## src/hw/rtl/assert_macros.svh

```systemverilog
// Concurrent assertion helpers, clocked on the rising edge, off while reset is held.
`ifndef ASSERT_MACROS_SVH
`define ASSERT_MACROS_SVH

// Condition holds at every edge.
`define ASSERT_ALWAYS(lbl, clk, rst_n, cond, msg) \
    lbl: assert property (@(posedge clk) disable iff (!rst_n) (cond)) else $error(msg);

// Same-cycle implication.
`define ASSERT_IMPLY(lbl, clk, rst_n, ante, cons, msg) \
    lbl: assert property (@(posedge clk) disable iff (!rst_n) (ante) |-> (cons)) \
        else $error(msg);

`endif

```

## src/hw/rtl/mfr_pkg.sv

```systemverilog
package mfr_pkg;

    localparam int MFR_MAX_DATA_LEN = 16;
    localparam int FRAME_OVERHEAD   = 12;

    localparam logic [7:0] START_BYTE  = 8'h68;
    localparam logic [7:0] DATA_OFFSET = 8'h33;

    localparam int CFG_IDX_W = 2;
    localparam logic [CFG_IDX_W-1:0] CFG_METER_ADDR = 2'd0;
    localparam logic [CFG_IDX_W-1:0] CFG_CHECK_ADDR = 2'd1;

    typedef enum logic [1:0] {
        FS_GOOD     = 2'd0,
        FS_BAD_SUM  = 2'd1,
        FS_TOO_LONG = 2'd2
    } frame_status_t;

    typedef struct packed {
        logic take_byte;
        logic emit_load;
    } mfr_cmd_t;

    typedef struct packed {
        logic out_free;
        logic emit_pos;
        logic start_data;
        logic emit_last;
    } mfr_sts_t;

    function automatic logic [4:0] sat_len(input logic [7:0] l);
        return (l > 8'd31) ? 5'd31 : l[4:0];
    endfunction

endpackage

```

## src/hw/rtl/meter_frame_receiver_unit.sv

```systemverilog
// Byte-serial receiver for meter response frames. Bytes enter one per beat on s_*; the
// unit hunts for the 0x68 start byte (skipping any preamble), checks the second 0x68 and,
// if check_address is set, the six address bytes against meter_address, then buffers up to
// MAX_DATA_LEN data bytes and a mod-256 checksum. When the end byte arrives, a good frame
// is sent on m_* as one beat per data byte (0x33 removed, tlast on the final one); a bad
// checksum, a length above MAX_DATA_LEN or a good frame of no data gives one status beat.
// While a frame is being received a byte is taken every cycle; s_tready drops at the
// length and end byte positions only while a result beat is still waiting on m_*. After
// a good frame with data, each burst beat is a registered read of the data buffer, then
// the output register load, held while a beat waits on m_*; s_tready is low for the burst.
module meter_frame_receiver_unit
    import mfr_pkg::*;
#(
    parameter int MAX_DATA_LEN = MFR_MAX_DATA_LEN
) (
    input  logic                 aclk,
    input  logic                 aresetn,
    input  logic                 cfg_valid,
    output logic                 cfg_ready,
    input  logic [CFG_IDX_W-1:0] cfg_index,
    input  logic [47:0]          cfg_data,
    input  logic                 s_tvalid,
    output logic                 s_tready,
    input  logic [7:0]           s_tdata,   // [7:0] rx_byte
    output logic                 m_tvalid,
    input  logic                 m_tready,
    output logic [31:0]          m_tdata,   // [7:0] control_code, [12:8] data_len,
                                            // [16:13] byte_index, [24:17] data_byte
    output logic [1:0]           m_tuser,   // [1:0] frame_status
    output logic                 m_tlast    // last
);

    mfr_cmd_t cmd;
    mfr_sts_t sts;

    assign cfg_ready = 1'b1;

    mfr_ctrl u_ctrl (
        .aclk     (aclk),
        .aresetn  (aresetn),
        .s_tvalid (s_tvalid),
        .s_tready (s_tready),
        .sts      (sts),
        .cmd      (cmd)
    );

    mfr_dp #(
        .MAX_DATA_LEN (MAX_DATA_LEN)
    ) u_dp (
        .aclk      (aclk),
        .aresetn   (aresetn),
        .cfg_valid (cfg_valid),
        .cfg_index (cfg_index),
        .cfg_data  (cfg_data),
        .s_tdata   (s_tdata),
        .cmd       (cmd),
        .sts       (sts),
        .m_tvalid  (m_tvalid),
        .m_tready  (m_tready),
        .m_tdata   (m_tdata),
        .m_tuser   (m_tuser),
        .m_tlast   (m_tlast)
    );

endmodule

```

## src/hw/rtl/mfr_ctrl.sv

```systemverilog
`include "assert_macros.svh"

module mfr_ctrl
    import mfr_pkg::*;
(
    input  logic     aclk,
    input  logic     aresetn,
    input  logic     s_tvalid,
    output logic     s_tready,
    input  mfr_sts_t sts,
    output mfr_cmd_t cmd
);

    typedef enum logic [2:0] {
        CS_RX = 3'b001,
        CS_RD = 3'b010,
        CS_LD = 3'b100
    } ctrl_state_t;

    ctrl_state_t state_reg, state_next;
    logic        in_ok;

    assign in_ok    = sts.out_free || !sts.emit_pos;
    assign s_tready = (state_reg == CS_RX) && in_ok;

    always_comb begin
        state_next    = state_reg;
        cmd.take_byte = 1'b0;
        cmd.emit_load = 1'b0;
        unique case (state_reg)
            CS_RX: begin
                cmd.take_byte = s_tvalid && in_ok;
                if (cmd.take_byte && sts.start_data) begin
                    state_next = CS_RD;
                end
            end
            CS_RD: begin
                state_next = CS_LD;
            end
            CS_LD: begin
                if (sts.out_free) begin
                    cmd.emit_load = 1'b1;
                    state_next    = sts.emit_last ? CS_RX : CS_RD;
                end
            end
            default: begin
                state_next = CS_RX;
            end
        endcase
    end

    always_ff @(posedge aclk) begin
        if (!aresetn) begin
            state_reg <= CS_RX;
        end else begin
            state_reg <= state_next;
        end
    end

    `ASSERT_IMPLY(a_load_free, aclk, aresetn, cmd.emit_load, sts.out_free, "emit into busy output")
    `ASSERT_IMPLY(a_rd_entry, aclk, aresetn, state_reg == CS_RD && $past(state_reg == CS_RX),
        $past(cmd.take_byte && sts.start_data), "burst started without good frame")
    `ASSERT_IMPLY(a_no_take_burst, aclk, aresetn, state_reg != CS_RX, !s_tready,
        "byte taken during burst")

endmodule

```

## src/hw/rtl/mfr_dp.sv

```systemverilog
`include "assert_macros.svh"

module mfr_dp
    import mfr_pkg::*;
#(
    parameter int MAX_DATA_LEN = MFR_MAX_DATA_LEN
) (
    input  logic                 aclk,
    input  logic                 aresetn,
    input  logic                 cfg_valid,
    input  logic [CFG_IDX_W-1:0] cfg_index,
    input  logic [47:0]          cfg_data,
    input  logic [7:0]           s_tdata,
    input  mfr_cmd_t             cmd,
    output mfr_sts_t             sts,
    output logic                 m_tvalid,
    input  logic                 m_tready,
    output logic [31:0]          m_tdata,
    output logic [1:0]           m_tuser,
    output logic                 m_tlast
);

    localparam int AW = (MAX_DATA_LEN > 1) ? $clog2(MAX_DATA_LEN) : 1;
    localparam int CW = $clog2(MAX_DATA_LEN + FRAME_OVERHEAD);
    localparam logic [8:0]    MAX_LEN9   = 9'(MAX_DATA_LEN);
    localparam logic [CW-1:0] POS_ADDR_LO = CW'(1);
    localparam logic [CW-1:0] POS_ADDR_HI = CW'(6);
    localparam logic [CW-1:0] POS_START2  = CW'(7);
    localparam logic [CW-1:0] POS_CTRL    = CW'(8);
    localparam logic [CW-1:0] POS_LEN     = CW'(9);
    localparam logic [CW-1:0] POS_DATA    = CW'(10);

    logic [47:0]   meter_addr_reg;
    logic          chk_addr_reg;
    logic [CW-1:0] cnt_reg, cnt_next;
    logic [7:0]    sum_reg, sum_next;
    logic          addr_ok_reg, addr_ok_next;
    logic [7:0]    ctrl_reg;
    logic [7:0]    len_reg;
    logic [7:0]    cks_reg;
    logic [7:0]    mem [MAX_DATA_LEN];
    logic [7:0]    rd_data_reg;
    logic [AW-1:0] emit_idx_reg;

    logic          out_vld_reg;
    frame_status_t out_status_reg;
    logic [7:0]    out_ctrl_reg;
    logic [4:0]    out_len_reg;
    logic [3:0]    out_idx_reg;
    logic [7:0]    out_byte_reg;
    logic          out_last_reg;

    logic [CW-1:0] len_cw, data_end;
    logic [7:0]    want;
    logic          is_hunt, is_addr, is_start2, is_ctrl, is_len, is_data, is_cks, is_end;
    logic          too_long, sum_ok;
    logic          st_load, wr_en;
    frame_status_t st_code;
    logic [4:0]    st_len;

    assign len_cw    = CW'(len_reg);
    assign data_end  = POS_DATA + len_cw;
    assign is_hunt   = cnt_reg == '0;
    assign is_addr   = cnt_reg >= POS_ADDR_LO && cnt_reg <= POS_ADDR_HI;
    assign is_start2 = cnt_reg == POS_START2;
    assign is_ctrl   = cnt_reg == POS_CTRL;
    assign is_len    = cnt_reg == POS_LEN;
    assign is_data   = cnt_reg >= POS_DATA && cnt_reg < data_end;
    assign is_cks    = cnt_reg >= POS_DATA && cnt_reg == data_end;
    assign is_end    = cnt_reg >= POS_DATA && cnt_reg == data_end + CW'(1);
    assign too_long  = {1'b0, s_tdata} > MAX_LEN9;
    assign sum_ok    = sum_reg == cks_reg;

    always_comb begin
        unique case (cnt_reg[2:0])
            3'd1:    want = meter_addr_reg[7:0];
            3'd2:    want = meter_addr_reg[15:8];
            3'd3:    want = meter_addr_reg[23:16];
            3'd4:    want = meter_addr_reg[31:24];
            3'd5:    want = meter_addr_reg[39:32];
            3'd6:    want = meter_addr_reg[47:40];
            default: want = 8'h00;
        endcase
    end

    assign sts.out_free   = !out_vld_reg || m_tready;
    assign sts.emit_pos   = is_len || is_end;
    assign sts.start_data = is_end && sum_ok && (len_reg != 8'd0);
    assign sts.emit_last  = (CW'(emit_idx_reg) + CW'(1)) == len_cw;

    always_comb begin
        cnt_next     = cnt_reg;
        sum_next     = sum_reg;
        addr_ok_next = addr_ok_reg;
        st_load      = 1'b0;
        st_code      = FS_GOOD;
        st_len       = sat_len(len_reg);
        wr_en        = 1'b0;
        if (cmd.take_byte) begin
            if (is_hunt) begin
                if (s_tdata == START_BYTE) begin
                    cnt_next     = POS_ADDR_LO;
                    sum_next     = START_BYTE;
                    addr_ok_next = 1'b1;
                end
            end else if (is_addr) begin
                if (s_tdata != want) begin
                    addr_ok_next = 1'b0;
                end
                sum_next = sum_reg + s_tdata;
                cnt_next = cnt_reg + CW'(1);
            end else if (is_start2) begin
                if (s_tdata != START_BYTE || (chk_addr_reg && !addr_ok_reg)) begin
                    cnt_next     = '0;
                    sum_next     = 8'h00;
                    addr_ok_next = 1'b1;
                end else begin
                    sum_next = sum_reg + s_tdata;
                    cnt_next = cnt_reg + CW'(1);
                end
            end else if (is_ctrl) begin
                sum_next = sum_reg + s_tdata;
                cnt_next = cnt_reg + CW'(1);
            end else if (is_len) begin
                if (too_long) begin
                    st_load      = 1'b1;
                    st_code      = FS_TOO_LONG;
                    st_len       = sat_len(s_tdata);
                    cnt_next     = '0;
                    sum_next     = 8'h00;
                    addr_ok_next = 1'b1;
                end else begin
                    sum_next = sum_reg + s_tdata;
                    cnt_next = cnt_reg + CW'(1);
                end
            end else if (is_data) begin
                wr_en    = 1'b1;
                sum_next = sum_reg + s_tdata;
                cnt_next = cnt_reg + CW'(1);
            end else if (is_cks) begin
                cnt_next = cnt_reg + CW'(1);
            end else begin
                // end byte: judge the frame
                cnt_next     = '0;
                sum_next     = 8'h00;
                addr_ok_next = 1'b1;
                if (!sum_ok) begin
                    st_load = 1'b1;
                    st_code = FS_BAD_SUM;
                end else if (len_reg == 8'd0) begin
                    st_load = 1'b1;
                end
            end
        end
    end

    always_ff @(posedge aclk) begin
        if (!aresetn) begin
            meter_addr_reg <= '0;
            chk_addr_reg   <= 1'b1;
            cnt_reg        <= '0;
            sum_reg        <= 8'h00;
            addr_ok_reg    <= 1'b1;
            out_vld_reg    <= 1'b0;
        end else begin
            if (cfg_valid) begin
                unique case (cfg_index)
                    CFG_METER_ADDR: meter_addr_reg <= cfg_data;
                    CFG_CHECK_ADDR: chk_addr_reg   <= cfg_data[0];
                    default: ;
                endcase
            end
            cnt_reg     <= cnt_next;
            sum_reg     <= sum_next;
            addr_ok_reg <= addr_ok_next;
            if (st_load || cmd.emit_load) begin
                out_vld_reg <= 1'b1;
            end else if (m_tready) begin
                out_vld_reg <= 1'b0;
            end
        end
    end

    always_ff @(posedge aclk) begin
        if (cmd.take_byte && is_ctrl) begin
            ctrl_reg <= s_tdata;
        end
        if (cmd.take_byte && is_len) begin
            len_reg <= s_tdata;
        end
        if (cmd.take_byte && is_cks) begin
            cks_reg <= s_tdata;
        end
        if (wr_en) begin
            mem[AW'(cnt_reg - POS_DATA)] <= s_tdata;
        end
        rd_data_reg <= mem[emit_idx_reg];
        if (cmd.take_byte && sts.start_data) begin
            emit_idx_reg <= '0;
        end else if (cmd.emit_load) begin
            emit_idx_reg <= emit_idx_reg + AW'(1);
        end
        if (st_load) begin
            out_status_reg <= st_code;
            out_ctrl_reg   <= ctrl_reg;
            out_len_reg    <= st_len;
            out_idx_reg    <= 4'd0;
            out_byte_reg   <= 8'h00;
            out_last_reg   <= 1'b1;
        end else if (cmd.emit_load) begin
            out_status_reg <= FS_GOOD;
            out_ctrl_reg   <= ctrl_reg;
            out_len_reg    <= sat_len(len_reg);
            out_idx_reg    <= 4'(emit_idx_reg);
            out_byte_reg   <= rd_data_reg - DATA_OFFSET;
            out_last_reg   <= sts.emit_last;
        end
    end

    assign m_tvalid = out_vld_reg;
    assign m_tuser  = out_status_reg;
    assign m_tlast  = out_last_reg;
    assign m_tdata  = {7'b0, out_byte_reg, out_idx_reg, out_len_reg, out_ctrl_reg};

    `ASSERT_IMPLY(a_status_last, aclk, aresetn, out_vld_reg && out_status_reg != FS_GOOD,
        out_last_reg && out_idx_reg == 4'd0 && out_byte_reg == 8'h00, "bad status item")
    `ASSERT_ALWAYS(a_one_load, aclk, aresetn, !(st_load && cmd.emit_load),
        "status and data load together")
    `ASSERT_IMPLY(a_out_hold, aclk, aresetn, out_vld_reg && !m_tready,
        !(st_load || cmd.emit_load), "waiting beat overwritten")

endmodule
```

## config.mk

```make
export PLATFORM = sky130hd
export DESIGN_NAME = meter_frame_receiver_unit
export DESIGN_NICKNAME = d
export VERILOG_FILES = /design/src/hw/rtl/mfr_pkg.sv /design/src/hw/rtl/meter_frame_receiver_unit.sv /design/src/hw/rtl/mfr_ctrl.sv /design/src/hw/rtl/mfr_dp.sv
export VERILOG_INCLUDE_DIRS = /design/src /design/src/hw/rtl
export SDC_FILE = /design/constraint.sdc
export NUM_CORES = 1
export LEC_CHECK = 0
export CELL_PAD_IN_SITES_DETAIL_PLACEMENT = 1
export CELL_PAD_IN_SITES_GLOBAL_PLACEMENT = 2
export CORE_AREA = 8 8 172 174
export CTS_CLUSTER_DIAMETER = 60
export DETAILED_ROUTE_END_ITERATION = 16
export DIE_AREA = 0 0 180 182
export DONT_BUFFER_PORTS = 1
export GPL_TIMING_DRIVEN = 1
export PLACE_DENSITY_LB_ADDON = 0.1
export SYNTH_ARGS = -nofsm -noshare
export SYNTH_HDL_FRONTEND = slang
export SYNTH_SLANG_ARGS = --single-unit
```

## constraint.sdc

```tcl
create_clock -name aclk -period 6.3 [get_ports aclk]
set_input_delay 0.63 -clock aclk [delete_from_list [all_inputs] [get_ports aclk]]
set_output_delay 0.63 -clock aclk [all_outputs]
set_load 0.02 [all_outputs]
```

---- Yosys cells after proc, flatten, opt, wreduce, memory -nomap -nowiden ----
Memory sizes are Yosys's and may differ from the RTL's. A register that Yosys moved wholly into a read port is not among the register bits.
Cells that the tools add are included.
storage, ports and cells
  memory bits (writable) .................. 128
  memories kept ........................... 1
  ROM bits ................................ 0
  latch bits .............................. 0
  register bits ........................... 123
memories
  name      depth  bits a word  read ports  clocked after memory_dff  wr ports  RTL line      text
  u_dp.mem  16     8            1           1                         1         mfr_dp.sv:41  logic [7:0] mem [MAX_DATA_LEN];
operators by class
  div/mod/pow operators ................... 0
  $mul .................................... 0
  reductions and logical operators ........ 34
  magnitude comparators ................... 7
  muxes and demuxes ....................... 86
  shifts and indexed selects .............. 0
  add/subtract/negate cells ............... 8
  equality and inequality tests ........... 30
  bitwise gates (word level) .............. 0
operator list
  kind                                                            count
  two-way mux 5 bit                                               21
  two-way mux 8 bit                                               12
  case mux 8 bit (6 select lines)                                 1
  two-way mux 1 bit                                               37
  greater-than comparator 8 x 5 -> 1 bit (second input constant)  3
  two-way mux 2 bit                                               12
  equality test 5 bit                                             3
  logical AND 1 bit                                               14
  equality test 3 bit (second input constant)                     4
  adder 5 x 1 -> 5 bit (second input constant)                    2
  equality test 5 x 4 -> 1 bit (second input constant)            2
  inequality test 5 x 1 -> 1 bit (second input constant)          2
  equality test 3 x 2 -> 1 bit (second input constant)            3
  case mux 3 bit (3 select lines)                                 1
  adder 8 bit                                                     1
  equality test 8 x 7 -> 1 bit (second input constant)            1
  equality test 8 bit                                             1
  logical NOT 8 bit                                               1
  inequality test 8 x 7 -> 1 bit (second input constant)          1
  inequality test 8 bit                                           1
  AND reduction 2 bit                                             4
  AND reduction 8 bit                                             1
  nonzero test 8 bit                                              1
  subtractor 8 x 6 -> 8 bit (second input constant)               1
  25 further kinds                                                35

---- Logic depth before layout (Yosys ltp) ----
Gate-level depths: netlist of the first run.
  word-level depth ........................ 13
  gate-level depth with buffers ........... 13
  depth with buffers taken out ............ 12

---- Cells and area by module ----
From an unflattened synthesis of the first run, not the netlist that was laid out.
second synthesis, totals
  cell total of the unflattened synthesis .. 869
  area, all modules ....................... 11235.8 µm²
modules (own cells, without submodules)
  module                     area an instance (µm²)  cells an instance  instances  seq. area each (µm²)
  mfr_dp                     11044.3                 848                1          6796.5
  mfr_ctrl                   180.2                   19                 1          60.1
  meter_frame_receiver_unit  11.3                    2                  1          0.0

---- Worst setup path after synthesis of the first run ----
Ideal clock, no wire load.
  path type ............................... register to register
  start ................................... register u_dp.len_reg[1]
  end ..................................... register u_dp.cks_reg[0] (enable)
  stages on the path, launching flop included .. 10
  arrival ................................. 3381 ps
  clock period less this slack ............ 3776 ps
  path slack .............................. 2524 ps
  cells stage by stage .................... edfxtp_1 > inv_1 > ha_1 > nand2b_1 > o221a_2 > a211oi_1 > o21ai_2 > a21oi_1 > nand2_1 > nor4_1
between the ends
  longest elaborated chain between the ends .. 10
ends and longest elaborated chain
  what                      RTL line        text
  start: declaration        mfr_dp.sv:39    logic [7:0] len_reg;
  start signal: assignment  mfr_dp.sv:189   len_reg <= s_tdata;
  adder 4 x 5 -> 5 bit (*)  mfr_dp.sv:62    assign data_end = POS_DATA + len_cw;
  adder 5 x 1 -> 5 bit      mfr_dp.sv:70    assign is_end = cnt_reg >= POS_DATA && cnt_reg == data_end + CW'(1);
  equality test 5 bit       mfr_dp.sv:70
  logical AND 1 bit         mfr_dp.sv:70
  logical OR 1 bit          mfr_dp.sv:87    assign sts.emit_pos = is_len || is_end;
  logical NOT 1 bit         mfr_ctrl.sv:23  assign in_ok = sts.out_free || !sts.emit_pos;
  logical OR 1 bit          mfr_ctrl.sv:23
  logical AND 1 bit         mfr_ctrl.sv:32  cmd.take_byte = s_tvalid && in_ok;
  two-way mux 1 bit         mfr_ctrl.sv:30  unique case (state_reg)
  logical AND 1 bit (*)     mfr_dp.sv:191   if (cmd.take_byte && is_cks) begin
  end signal: assignment    mfr_dp.sv:192   cks_reg <= s_tdata;
  end: declaration          mfr_dp.sv:40    logic [7:0] cks_reg;
Every way passes the cells marked *; elsewhere a longest branch is shown, timed or not.
A chain may end at the register's enable or synchronous reset.

---- Worst setup path after layout of the first run ----
  start ................................... register u_dp.cnt_reg[0]
  end ..................................... memory u_dp.mem[3][5] (enable)
between the ends
  longest elaborated chain between the ends .. 11
ends and longest elaborated chain
  what                                                                        RTL line                    text
  start: declaration                                                          mfr_dp.sv:35                logic [CW-1:0] cnt_reg, cnt_next;
  start signal: assignment                                                    mfr_dp.sv:173               cnt_reg <= cnt_next;
  >= comparator 5 x 4 -> 1 bit or less-than comparator 5 bit (tied branches)  mfr_dp.sv:68, mfr_dp.sv:70
  logical AND 1 bit                                                           mfr_dp.sv:68                assign is_data = cnt_reg >= POS_DATA && cnt_reg < data_end;
  two-way mux 1 bit                                                           mfr_dp.sv:136               end else if (is_data) begin
  two-way mux 1 bit                                                           mfr_dp.sv:124               end else if (is_len) begin
  two-way mux 1 bit                                                           mfr_dp.sv:121               end else if (is_ctrl) begin
  two-way mux 1 bit                                                           mfr_dp.sv:112               end else if (is_start2) begin
  two-way mux 1 bit                                                           mfr_dp.sv:106               end else if (is_addr) begin
  two-way mux 1 bit                                                           mfr_dp.sv:100               if (is_hunt) begin
  two-way mux 1 bit                                                           mfr_dp.sv:99                if (cmd.take_byte) begin
  two-way mux 1 bit                                                           mfr_dp.sv:194               if (wr_en) begin
  two-way mux 1 bit (implied by the code)                                     mfr_dp.sv:195               mem[AW'(cnt_reg - POS_DATA)] <= s_tdata;
  end: declaration                                                            mfr_dp.sv:41
Parallel ways exist; a longest one is shown, timed or not.

==> results.cfg, run 1 <==
[sta]
post-route-period-util = 0.673
max_freq_mhz = 236
worst_slew_pin_slew_ps = 1110
finalHoldViolCount = 0
fin_ws_ps = 2060
slew_headroom = 0.257
timing.final.max_slew_violations = 0
rsz0062_at_grt = false
finalClockSkew_ps = 15.8
setup_violations = 0
min_period_ps = 4240
setup_tns_ps = 0

[floorplanning]
coreArea_um2 = 26700
io_pins = 101
dieArea_um2 = 32800
die_h_um = 182
core.rowCount = 60
initial_core_util = 0.425
die_w_um = 180

[synthesis]
synth-seq-cells = 259
postSynth.asyncResetShare = 0
ys_types = 71
yosys_warnings = 0
yosys.area.top_type = edfxtp_1
synth.top_cells.by_area = edfxtp_1 44%, dfxtp_1 16%, mux4_2 8.0%
syn_inst = 910
synth_area_um2 = 11300
synth_edf_count = 167
synth_top_area_share = 0.443
synth_ff_type = edfxtp_1
ys_seq_area_frac = 0.606
syn_area_per_cell_um2 = 12.4

[critical_path]
r2r-end = u_dp.mem[3][5]$_DFFE_PP_
required_ps = 6480
cp_slowest_cell = a311oi_1
ff2ff_setup_slack_ps = 2060
r2r_start = u_dp.cnt_reg[0]$_SDFFE_PN0P_
worst-setup-path-type = reg2reg
worst_path_most_repeated_cell = nor2_1
arrival_ps = 4420
critical-path-max-stage-delay_ps = 730
critPathMaxFanout = 19
worstSetupEndpointType = flop
critical_path.cell_chain = inv_1, ha_1, a311oi_1, nand4b_1, o21ai_2, a211o_1, nor2_1, nand2_1, nor2_1
cp-start-kind = flop
rr_worst_depth = 9

[final_layout]
regArea_um2 = 6860
largest_reg_flops = 128
fillers = 2764
design_area_um2 = 12500
layout_commonest_cell = edfxtp_1
layout-drive-gt1-share = 0.121
final_core_util = 0.470
multi_input_area_um2 = 4210
antenna_cells = 0
finish.net_count = 992
final_cell_mix = 167 x edfxtp_1, 152 x nand2_1, 91 x dfxtp_1
syn_to_final_growth_pct = 10.6

[cts]
cts_tree = built
ctsLongestPathBuffers = 3
post_cts_buffers = 0
clock-sinks = 259
cts_inserted_buffers = 30
post_cts_resized = 0
hold_buffers = 0
clkTransAtPathRegs_ps = 60
clock_latency_ps = 560
cts_root_buffer = clkbuf_16
htree_levels = 1

[route]
drc = 0
wl_mm = 29.8
first_iter_violations = 432
dr_total_vias = 7260
vias_per_cell = 5.73
antenna_left = 0
dr.pass1.iters = 5
wl_per_cell_um = 23.5

[run]
drv_cap = 0

[power_and_ir_drop]
leakage_nw = 4.15
pwr_density_cell_nw_per_um2 = 283
power.total_w = 0.00355
max-vdd-ir-drop_mv = 0.167

[global_routing]
grt_max_degree = 63
grt-ovfl-total = 0
grt_pass1_wl_mm = 46.3
first_global_vias = 7811
grt_use_total = 0.180
grt_antenna_before_repair = 0

[place]
dp_hpwl_mm = 20.1
dpl-instance-area_um2 = 11600
place_congestion = 0.788
io_buffers = 0
dpl_worst_slack_ps = 2000

[worst_hold_path]
hp-class = in2reg
min_to = u_dp.chk_addr_reg$_SDFFE_PN1P_
hold_start = aresetn
min_path_cells = 1

[outcome]
status = finished clean
[Yosys cell counts, types with 14 or more instances]
| cell type | instances |
|---|---|
| nor3_1 | 19 |
| nor2_1 | 48 |
| edfxtp_1 | 167 |
| dfxtp_1 | 92 |
| xor2_1 | 22 |
| xnor2_1 | 15 |
| a21oi_1 | 85 |
| clkbuf_1 | 37 |
| nand2b_1 | 14 |
| ha_1 | 25 |
| mux4_2 | 40 |
| nand2_1 | 152 |
[layer usage]
| metal | global-route usage | vias up | wire length [µm] |
|---|---|---|---|
| li1 | - | 3363 | - |
| met1 | 0.222 | 3676 | 12800 |
| met2 | 0.321 | 176 | 14900 |
| met3 | 0.0339 | 45 | 1420 |
| met4 | 0.0470 | 0 | 631 |
| met5 | 0 | - | 0 |
[cell type report]
type	instances	area share
clock buffer	36	0.0626
clock inverter	20	0.0112
inverter	12	0.00360
multi-input combinational	592	0.336
sequential	259	0.548
tap	341	0.0341
timing repair buffer	8	0.00480
[metrics by stage]
| stage | hold slack [ps] | cells |
|---|---|---|
| after CTS | 127 | 1268 |
| after global placement | 409 | 1212 |
| final | 156 | 1268 |
| after detailed placement | 406 | 1212 |
| after floorplan | 400 | 916 |
| after global routing | 139 | 1268 |
[logic make-up (layout without fill, tap and decap cells)]
| logic type | count (synthesis) | in the layout | synth area share |
|---|---|---|---|
| compound gates | 173 | 173 | 0.0991 |
| xor+xnor | 39 | 39 | 0.0321 |
| fa+ha+maj | 26 | 26 | 0.0294 |
| buf+inv | 65 | 76 | 0.0254 |
| flops | 259 | 259 | 0.606 |
| mux | 46 | 46 | 0.0855 |
| other cells | 2 | 8 | 0.000664 |
| simple gates | 300 | 300 | 0.122 |
[where the power goes]
part	internal, W	total [W]	switching (W)	leakage [nW]
registers	0.00182	0.00184	0.0000207	2.25
logic	0.0000432	0.000104	0.0000608	1.45
clock network	0.000926	0.00160	0.000676	0.447
total	0.00279	0.00355	0.000757	4.15
[critical path: cells and delay by family, from the launching register on]
family          cells  cell delay, ps
simple gates        4            1530
compound gates      3            1240
fa+ha+maj           1             530
flops               1             430
buf+inv             1             140
[how the worst max path moves through the flow]
stage                                            start  slack [ps]                        end
after floorplan              u_dp.len_reg[1]$_DFFE_PP_        2520  u_dp.cks_reg[0]$_DFFE_PP_
after global placement       u_dp.len_reg[1]$_DFFE_PP_        2240   u_dp.mem[0][5]$_DFFE_PP_
after detailed placement  u_dp.cnt_reg[0]$_SDFFE_PN0P_        2000   u_dp.mem[3][5]$_DFFE_PP_
after CTS                 u_dp.cnt_reg[0]$_SDFFE_PN0P_        1980   u_dp.mem[3][6]$_DFFE_PP_
after global routing      u_dp.cnt_reg[0]$_SDFFE_PN0P_        1720   u_dp.mem[3][0]$_DFFE_PP_
final                     u_dp.cnt_reg[0]$_SDFFE_PN0P_        2060   u_dp.mem[3][5]$_DFFE_PP_
Note: power is estimated with default switching activity, not from simulation.
==> run 2, diff against run 1 <==
--- a/config.mk
+++ b/config.mk
@@ -8,10 +8,10 @@
 export LEC_CHECK = 0
 export CELL_PAD_IN_SITES_DETAIL_PLACEMENT = 1
 export CELL_PAD_IN_SITES_GLOBAL_PLACEMENT = 2
-export CORE_AREA = 8 8 172 174
+export CORE_AREA = 8 8 180 182
 export CTS_CLUSTER_DIAMETER = 60
 export DETAILED_ROUTE_END_ITERATION = 16
-export DIE_AREA = 0 0 180 182
+export DIE_AREA = 0 0 188 190
 export DONT_BUFFER_PORTS = 1
 export GPL_TIMING_DRIVEN = 1
 export PLACE_DENSITY_LB_ADDON = 0.1
==> constraint.sdc (replaced) <==
create_clock -name aclk -period 3.8 [get_ports aclk]
set_input_delay 0.38 -clock aclk [delete_from_list [all_inputs] [get_ports aclk]]
set_output_delay 0.38 -clock aclk [all_outputs]
set_load 0.02 [all_outputs]
==> run 2 against run 1 <==
Clock skew grew 2.7 ps. Worst hold slack lost 130 ps. Sequential share of layout area shrank 3.7 points. Largest cell class unchanged. Largest power group unchanged. Highest routed layer unchanged.
==> results.cfg, run 2 (synthesis gave the netlist of run 1 again) <==
[sta]
worst_slew_pin_slew_ps = 1130
timing.final.max_slew_violations = 0
setup_tns_ps = 0
max_freq_mhz = 280
finalHoldViolCount = 0
finalClockSkew_ps = 18.4
rsz0062_at_grt = false
min_period_ps = 3570
post-route-period-util = 0.940
slew_headroom = 0.243
setup_violations = 0

[route]
drc = 0
met2_length_mm = 16.7
vias_per_cell = 5.44
dr.pass1.iters = 5
dr_total_vias = 7637
antenna_left = 0
wl_met3_mm = 1.41
wl_met1_mm = 14.5
first_iter_violations = 490
wl_per_cell_um = 23.7
topRoutingLayerUsed = met4
wl_mm = 33.3

[critical_path]
cp.buffers_inverters = 1
worstSetupEndpointType = flop
required_ps = 4270
worst-setup-path-type = reg2reg
critical-path-max-stage-delay_ps = 560
critical_path.cell_chain = ha_1, nand2b_1, o221a_2, a211oi_2, o21ai_2, a211oi_4, nand3_2, buf_4, or3_1, a21oi_1
cpLargestDelayFamily = compound AO/OA/AOI/OAI gates
cp_slowest_cell = a211oi_4
critPathMaxFanout = 11
arrival_ps = 4040
cp-start-kind = flop

[power_and_ir_drop]
leakage_nw = 4.57
max-vdd-ir-drop_mv = 0.309
pwr_density_cell_nw_per_um2 = 451

[place]
dp_cells = 1295
place_congestion = 0.836
io_buffers = 0
dp_hpwl_mm = 21.8

[final_layout]
syn_to_final_growth_pct = 18.7
fin_cells = 1403
largest_reg_flops = 128
antenna_cells = 0
layout_commonest_cell = edfxtp_1
final_cell_mix = 167 x edfxtp_1, 152 x nand2_1, 91 x dfxtp_1
finish.net_count = 1080
layout-drive-gt1-share = 0.150
fillers = 3030

[cts]
clock-sinks = 259
clock_latency_ps = 550
ctsLongestPathBuffers = 3
cts_root_buffer = clkbuf_16
clkTransAtPathRegs_ps = 60
cts_tree = built
cts_inserted_buffers = 29
htree_levels = 1

[floorplanning]
die_w_um = 188
dieArea_um2 = 35700
die_h_um = 190
core.rowCount = 63
coreArea_um2 = 29400
initial_core_util = 0.385
io_pins = 101

[global_routing]
first_global_vias = 8194
grt_pass1_wl_mm = 50.7
grt-ovfl-total = 0
grt_antenna_before_repair = 2
grt_use_total = 0.183
grt_max_degree = 49

[run]
drv_cap = 0

[worst_hold_path]
hp-class = in2reg

[outcome]
status = finished clean
## run 2: cell count changes in the layout (fill, tap and decap cells not counted), sizes merged
| cell | change |
|---|---|
| buf | +36 |
| clkbuf | +3 |
| dlygate4sd3 | +53 |
| inv | +2 |
| clkinv | -7 |
| bufinv | +1 |
| clkinvlp | -2 |
## run 2: worst register-to-register path: cells and delay by family, from the launching register on
family	cells	cell delay (ps)
compound gates	5	1470
fa+ha+maj	1	420
buf+inv	1	230
flops	1	550
simple gates	3	830
## run 2: worst paths after layout
kind	startpoint	end	slack (ps)	cells past startpoint
worst max register to register	u_dp.len_reg[2]$_DFFE_PP_	u_dp.sum_reg[2]$_SDFFE_PN0P_	230	10
worst min register to register	u_dp.ctrl_reg[0]$_DFFE_PP_	u_dp.out_ctrl_reg[0]$_DFFE_PP_	420	0
worst max-delay path	u_dp.len_reg[2]$_DFFE_PP_	u_dp.sum_reg[2]$_SDFFE_PN0P_	230	10
worst min-delay path	cfg_data[20]	u_dp.meter_addr_reg[20]$_SDFFE_PN0P_	30	2
## run 2: power by group
part	internal [W]	switching, W
clock network	0.00162	0.00112
logic	0.000115	0.000153
registers	0.00302	0.0000360
## run 2: per-layer routing
layer,vias up,GRT usage
li1,3532,-
met1,3885,0.236
met2,180,0.321
met3,40,0.0258
met4,0,0.0433
met5,-,0
## run 2: layout make-up
type / count / area (µm²) / share of cell area
sequential: 259 / 6860 / 0.510
multi-input combinational: 592 / 4220 / 0.314
timing repair buffer: 97 / 886 / 0.0659
clock buffer: 39 / 803 / 0.0598
tap: 390 / 488 / 0.0363
clock inverter: 14 / 135 / 0.0101
inverter: 12 / 45.0 / 0.00335
## run 2: per-stage QoR
step                      hold slack (ps)  cell area (µm²)  power (W)  setup slack, ps  utilization
after floorplan                       400            11300    0.00326             24.5            -
after global placement                404            11900    0.00329              217        0.405
after detailed placement              405            11900    0.00330             36.5        0.405
after CTS                           0.857            13400    0.00613             45.9        0.456
after global routing                 2.30            13400    0.00624             1.31        0.457
final                                26.1            13400    0.00606              228        0.457
## run 2: timing repair
| action | in CTS | in global routing |
|---|---|---|
| endpoints found under the hold margin | 200 | 0 |
| setup buffers | 0 | 0 |
| resized for setup | 0 | 4 |
| hold buffers | 55 | 0 |
| setup endpoints to repair | 0 | 147 |
